--- config.mk ---
export PLATFORM = sky130hd
export DESIGN_NAME = btds_ctrl
export DESIGN_NICKNAME = d
export VERILOG_FILES = /design/src/design/btds_pkg.sv /design/src/design/btds_ctrl.sv
export SDC_FILE = /design/constraint.sdc
export NUM_CORES = 1
export LEC_CHECK = 0
export BUFFER_PORTS_ARGS = -buffer_cell sky130_fd_sc_hd__buf_2
export CAP_MARGIN = 25
export CORE_UTILIZATION = 51
export DETAILED_ROUTE_END_ITERATION = 10
export PLACE_DENSITY_LB_ADDON = 0.25
export RECOVER_POWER = 100
export SLEW_MARGIN = 10
export SYNTH_ARGS = -nofsm -noshare
export SYNTH_HDL_FRONTEND = slang
export SYNTH_SLANG_ARGS = --single-unit
--- constraint.sdc ---
create_clock -name clk -period 2.15 [get_ports clk]
set_input_delay 0.1075 -clock clk [delete_from_list [all_inputs] [get_ports clk]]
set_output_delay 0.1075 -clock clk [all_outputs]
set_load 0.05 [all_outputs]
--- src/design/btds_pkg.sv ---
// Shared types and constants of the byte translate/delete/squeeze filter
package btds_pkg;

  localparam int unsigned TABLE_SIZE = 256;

  localparam logic [2:0] OP_CLEAR  = 3'd0;
  localparam logic [2:0] OP_ADD1   = 3'd1;
  localparam logic [2:0] OP_ADD2   = 3'd2;
  localparam logic [2:0] OP_BUILD  = 3'd3;
  localparam logic [2:0] OP_FILTER = 3'd4;

  localparam logic [1:0] REG_COMPLEMENT = 2'd0;
  localparam logic [1:0] REG_DELETE     = 2'd1;
  localparam logic [1:0] REG_SQUEEZE    = 2'd2;

  typedef enum logic [2:0] {
    PH_NONE,
    PH_CLR,
    PH_MEMB,
    PH_PAD,
    PH_WORK,
    PH_SQZ
  } phase_t;

  typedef struct packed {
    logic   accept;
    logic   filt;
    phase_t phase;
  } cmd_t;

  typedef struct packed {
    logic walk_end;
    logic stall;
  } status_t;

endpackage

--- src/design/btds_ctrl.sv ---
// Controller state machine: item acceptance, build sequencing, filter stage
module btds_ctrl (
  input  logic             clk,
  input  logic             rst,
  input  logic             in_valid,
  input  logic [2:0]       operation,
  output logic             in_ready,
  output btds_pkg::cmd_t    cmd,
  input  btds_pkg::status_t status
);
  import btds_pkg::*;

  typedef enum logic [7:0] {
    S_IDLE = 8'b0000_0001,
    S_FILT = 8'b0000_0010,
    S_CLR  = 8'b0000_0100,
    S_MEMB = 8'b0000_1000,
    S_PAD  = 8'b0001_0000,
    S_WORK = 8'b0010_0000,
    S_SQZ  = 8'b0100_0000,
    S_DONE = 8'b1000_0000
  } state_t;

  state_t state, state_next;
  logic   accept;

  assign in_ready = (state == S_IDLE) || ((state == S_FILT) && !status.stall);
  assign accept   = in_valid && in_ready;

  always_comb begin
    cmd.accept = accept;
    cmd.filt   = (state == S_FILT);
    unique case (state)
      S_CLR:   cmd.phase = PH_CLR;
      S_MEMB:  cmd.phase = PH_MEMB;
      S_PAD:   cmd.phase = PH_PAD;
      S_WORK:  cmd.phase = PH_WORK;
      S_SQZ:   cmd.phase = PH_SQZ;
      default: cmd.phase = PH_NONE;
    endcase
  end

  always_comb begin
    state_next = state;
    unique case (state) inside
      S_IDLE, S_FILT: begin
        if (accept) begin
          if (operation == OP_FILTER) state_next = S_FILT;
          else if (operation == OP_BUILD) state_next = S_CLR;
          else state_next = S_IDLE;
        end else if (!status.stall) begin
          state_next = S_IDLE;
        end
      end
      S_CLR:  state_next = S_MEMB;
      S_MEMB: if (status.walk_end) state_next = S_PAD;
      S_PAD:  if (status.walk_end) state_next = S_WORK;
      S_WORK: if (status.walk_end) state_next = S_SQZ;
      S_SQZ:  if (status.walk_end) state_next = S_DONE;
      S_DONE: state_next = S_IDLE;
      default: state_next = S_IDLE;
    endcase
  end

  always_ff @(posedge clk) begin
    if (rst) state <= S_IDLE;
    else state <= state_next;
  end

endmodule

==> metrics.md <==
| Metric | Value |
|---|---|
| Highest clock frequency the design can meet | `0.492 GHz` |
| Layout-stage area growth over the synthesis result | `17.2%` |
| Relative contribution of combinational cells to total power | `0.214` |
| First-iteration detailed-routing DRC count | `11` |
| Sequential fraction of the synthesis area | `0.242` |
| Floorplan die width | `38.1 um` |
| Cell accounting for the most synthesized area | `dfxtp_1` |
| Sum of internal, switching and leakage power | `337 uW` |
| Clk sinks | `8` |
| Cell type with the highest occurrence count on the critical path | `mux2i_1` |
| Primary flip-flop cell chosen by synthesis mapping | `dfxtp_1` |
| Post-CTS Setup Inserts | `0` |
| Sequential fraction of design power | `0.452` |
| Met3 Use GR | `0.0698` |
| Worst vdd rail ir drop | `0.363 mV` |
| Number of flip-flops and latches in the synthesized netlist | `8` |
| HP Class | `in2reg` |
| Final period util | `0.945` |
| Maximum single-stage delay on the critical path | `0.53 ns` |
| Number of max-cap violations | `0` |
| Pre-Repair DR Iteration Count | `3` |
| Commonest non-fill, non-tap cells in the layout | `nor2_1, dfxtp_1, nand2_1, buf_2, buf_4` |
| Final wirelength | `1520 um` |
| Power density relative to cell area | `434 nW/um^2` |
| Top Registers | `state: 8 flops` |
| Startpoint kind of the worst setup timing path | `flop` |
| Antenna violations before repair | `0` |
| Post-detailed-route wirelength per cell | `12.9 um` |
| Cts hold-fix bufs | `0` |
| Effective utilization at floorplan | `0.574` |
| Fillers | `104` |
| Most congested layer reported by global routing | `met2` |
| Cells after Synth | `88` |
| Number of endpoints failing setup at the final stage | `0` |
| GR Layer Usage met2 | `0.470` |
| # H-tree levels | `1` |
| Syn_area_per_cell | `7.54 sq um` |
| Combined global-route utilization of all metal layers | `0.257` |
| Number of distinct library cells after synthesis | `36` |
| Chip height | `38.1 um` |
| Worst hold slack across all endpoints | `0.119 ns` |
| Number of warnings issued by yosys | `0` |
| Critical Setup Path Class | `reg2out` |
| Count of placed standard cells in the final layout, fillers left out | `118` |
| First-pass GRT wire length | `2620 um` |
| Post-route minimum period | `2.03 ns` |
| Weighted congestion reported at the end of routability-driven placement | `0.869` |
| Internal power | `242 uW` |
| Final antenna-violating net count | `0` |
| Worst-Margin Slew | `0.400 ns` |
| Setup repair after global routing missed its margin | `false` |
| Fin. Hold Viols | `0` |
| Setup_tns | `0 ns` |
| Fraction of registers with async set/reset | `0` |
| Clock latency at the later pin of the worst-skew pair | `0.25 ns` |
| Top cells by area in the synthesized netlist | `dfxtp_1, nor2_1, mux2i_1, nand2_1, nor4b_1` |
| Register with the highest flop count | `state` |
| Post-synth net total | `96` |
| Worst slew margin relative to its limit | `0.733` |
| Arrival time at the worst endpoint | `1.92 ns` |
| PortBufs | `13` |
| Status | `completed` |
| CTS buffer count | `3` |
| Global routing met1 resource utilization | `0.303` |
| TritonCTS clock tree | `yes` |
| Most common cell after layout, fill and taps aside | `nor2_1` |
| Total die area | `1450 sq um` |
| Net switching share of the total power | `0.282` |
| Cells traversed along the worst timing path | `or4_4, or2_4, mux2i_1, mux2i_1, nor2_2, buf_4` |
| Post-route clock skew | `0.00328 ns` |
| Clock share of power | `0.334` |
| Pleak | `0.000324 uW` |
| Number of placement rows | `12` |
| Placed Instances | `115` |
| Core Footprint | `1160 sq um` |
| CP max-delay cell | `or4_4` |
| Area share of the leading cell type in the synthesized netlist | `0.242` |
| Congestion Overflow GR | `0` |
| Net switching power | `95.2 uW` |
| Max reg flops | `8` |
| Clk slew on worst S/H paths | `0.05 ns` |
| Number of antenna diodes | `0` |
| Layout cell share with drive strength beyond 1 | `0.250` |
| CTS Buffer Depth | `2` |
| Cell area after technology mapping | `663 sq um` |
| Number of vias in the routed layout | `683` |
| DRC violations left | `0` |
| Number of enable-type register cells in the synthesized netlist | `0` |
| I/O Pins | `14` |
| Element type at the critical path end | `primary output` |
| Via density per instance | `5.79` |
| Pin count of the biggest net entering global routing | `12` |
| Maximum fanout along the worst path | `7` |
| Net count of the finished layout | `114` |
| Max-slew violation count | `0` |
| Vias in the first global route | `635` |
| Clock root cell | `clkbuf_4` |
| Half-perimeter wire length of the detailed placement result | `1150 um` |
| Data required, critical path | `2.04 ns` |
-- worst paths after layout --
path / from / endpoint / slack (ns) / depth (start not counted)
worst min register to register: state[2]$_SDFFE_PP0P_ / state[3]$_SDFFE_PP0P_ / 0.55 / 2
worst min-delay path: rst / state[3]$_SDFFE_PP0P_ / 0.12 / 2
worst max-delay path: state[2]$_SDFFE_PP0P_ / cmd[0] / 0.12 / 6
worst max register to register: state[2]$_SDFFE_PP0P_ / state[6]$_SDFFE_PP0P_ / 0.22 / 5
-- critical path, delay by kind of cell (launching register included) --
family / cells / cell delay, ns
buffers and inverters: 1 / 0.19
DFF: 1 / 0.36
and+or+nand+nor: 3 / 0.88
muxes: 2 / 0.24
-- final cells by class --
cell class | count | area (sq um) | area share
flip-flops and latches | 8 | 160 | 0.206
multi-input cells | 69 | 445 | 0.573
clock buffers | 3 | 22.5 | 0.0290
well taps | 14 | 17.5 | 0.0225
repair buffers | 21 | 120 | 0.155
inverters | 3 | 11.3 | 0.0145
-- routing by layer --
layer	wire (um)	up-vias	share of wire
met4	0	0	0
met3	46	0	0.030
met5	0	-	0
li1	-	353	-
met1	743	318	0.49
met2	729	12	0.48
-- power groups by stage --
stage               Sequential (uW)  Combinational (uW)  Clock (uW)
CTS                             152                73.5         116
global placement                155                72.0           0
global route                    152                78.5         124
finish                          152                72.2         113
floorplan                       155                56.1           0
detailed placement              155                73.3           0
-- cell usage after synthesis, drive strengths merged (2+ instances only) --
library cell,number
nor2,14
dfxtp,8
buf,7
nand2,7
a21oi,4
mux2i,4
inv,3
nand3,3
nor3,3
nor3b,3
nor4b,3
xor2,3
nand2b,2
nand4,2
o2111ai,2
or3,2
-- stage by stage --
stage | utilization | setup WS, ns | instance area [sq um]
5_1_grt | 0.672 | 0.00221 | 777
3_5_place_dp | 0.661 | 0.241 | 764
6_report | 0.672 | 0.118 | 777
3_3_place_gp | 0.661 | 0.292 | 764
2_1_floorplan | - | 0.0768 | 672
4_1_cts | 0.683 | 0.0250 | 790
-- kinds of logic after synthesis --
family,after synthesis,share of synthesized area
DFF,8,0.242
muxes,4,0.0604
buffers and inverters,11,0.0924
and+or+nand+nor,47,0.392
xor gates and xnor gates,4,0.0528
AOI/OAI and AO/OA,14,0.160
-- what timing repair did --
action                     4_1_cts  5_1_grt
setup endpoints to repair        1        1
gates cloned                     0        0
gates resized for setup          1        2
No activity file was read; power rests on OpenSTA's default activity.
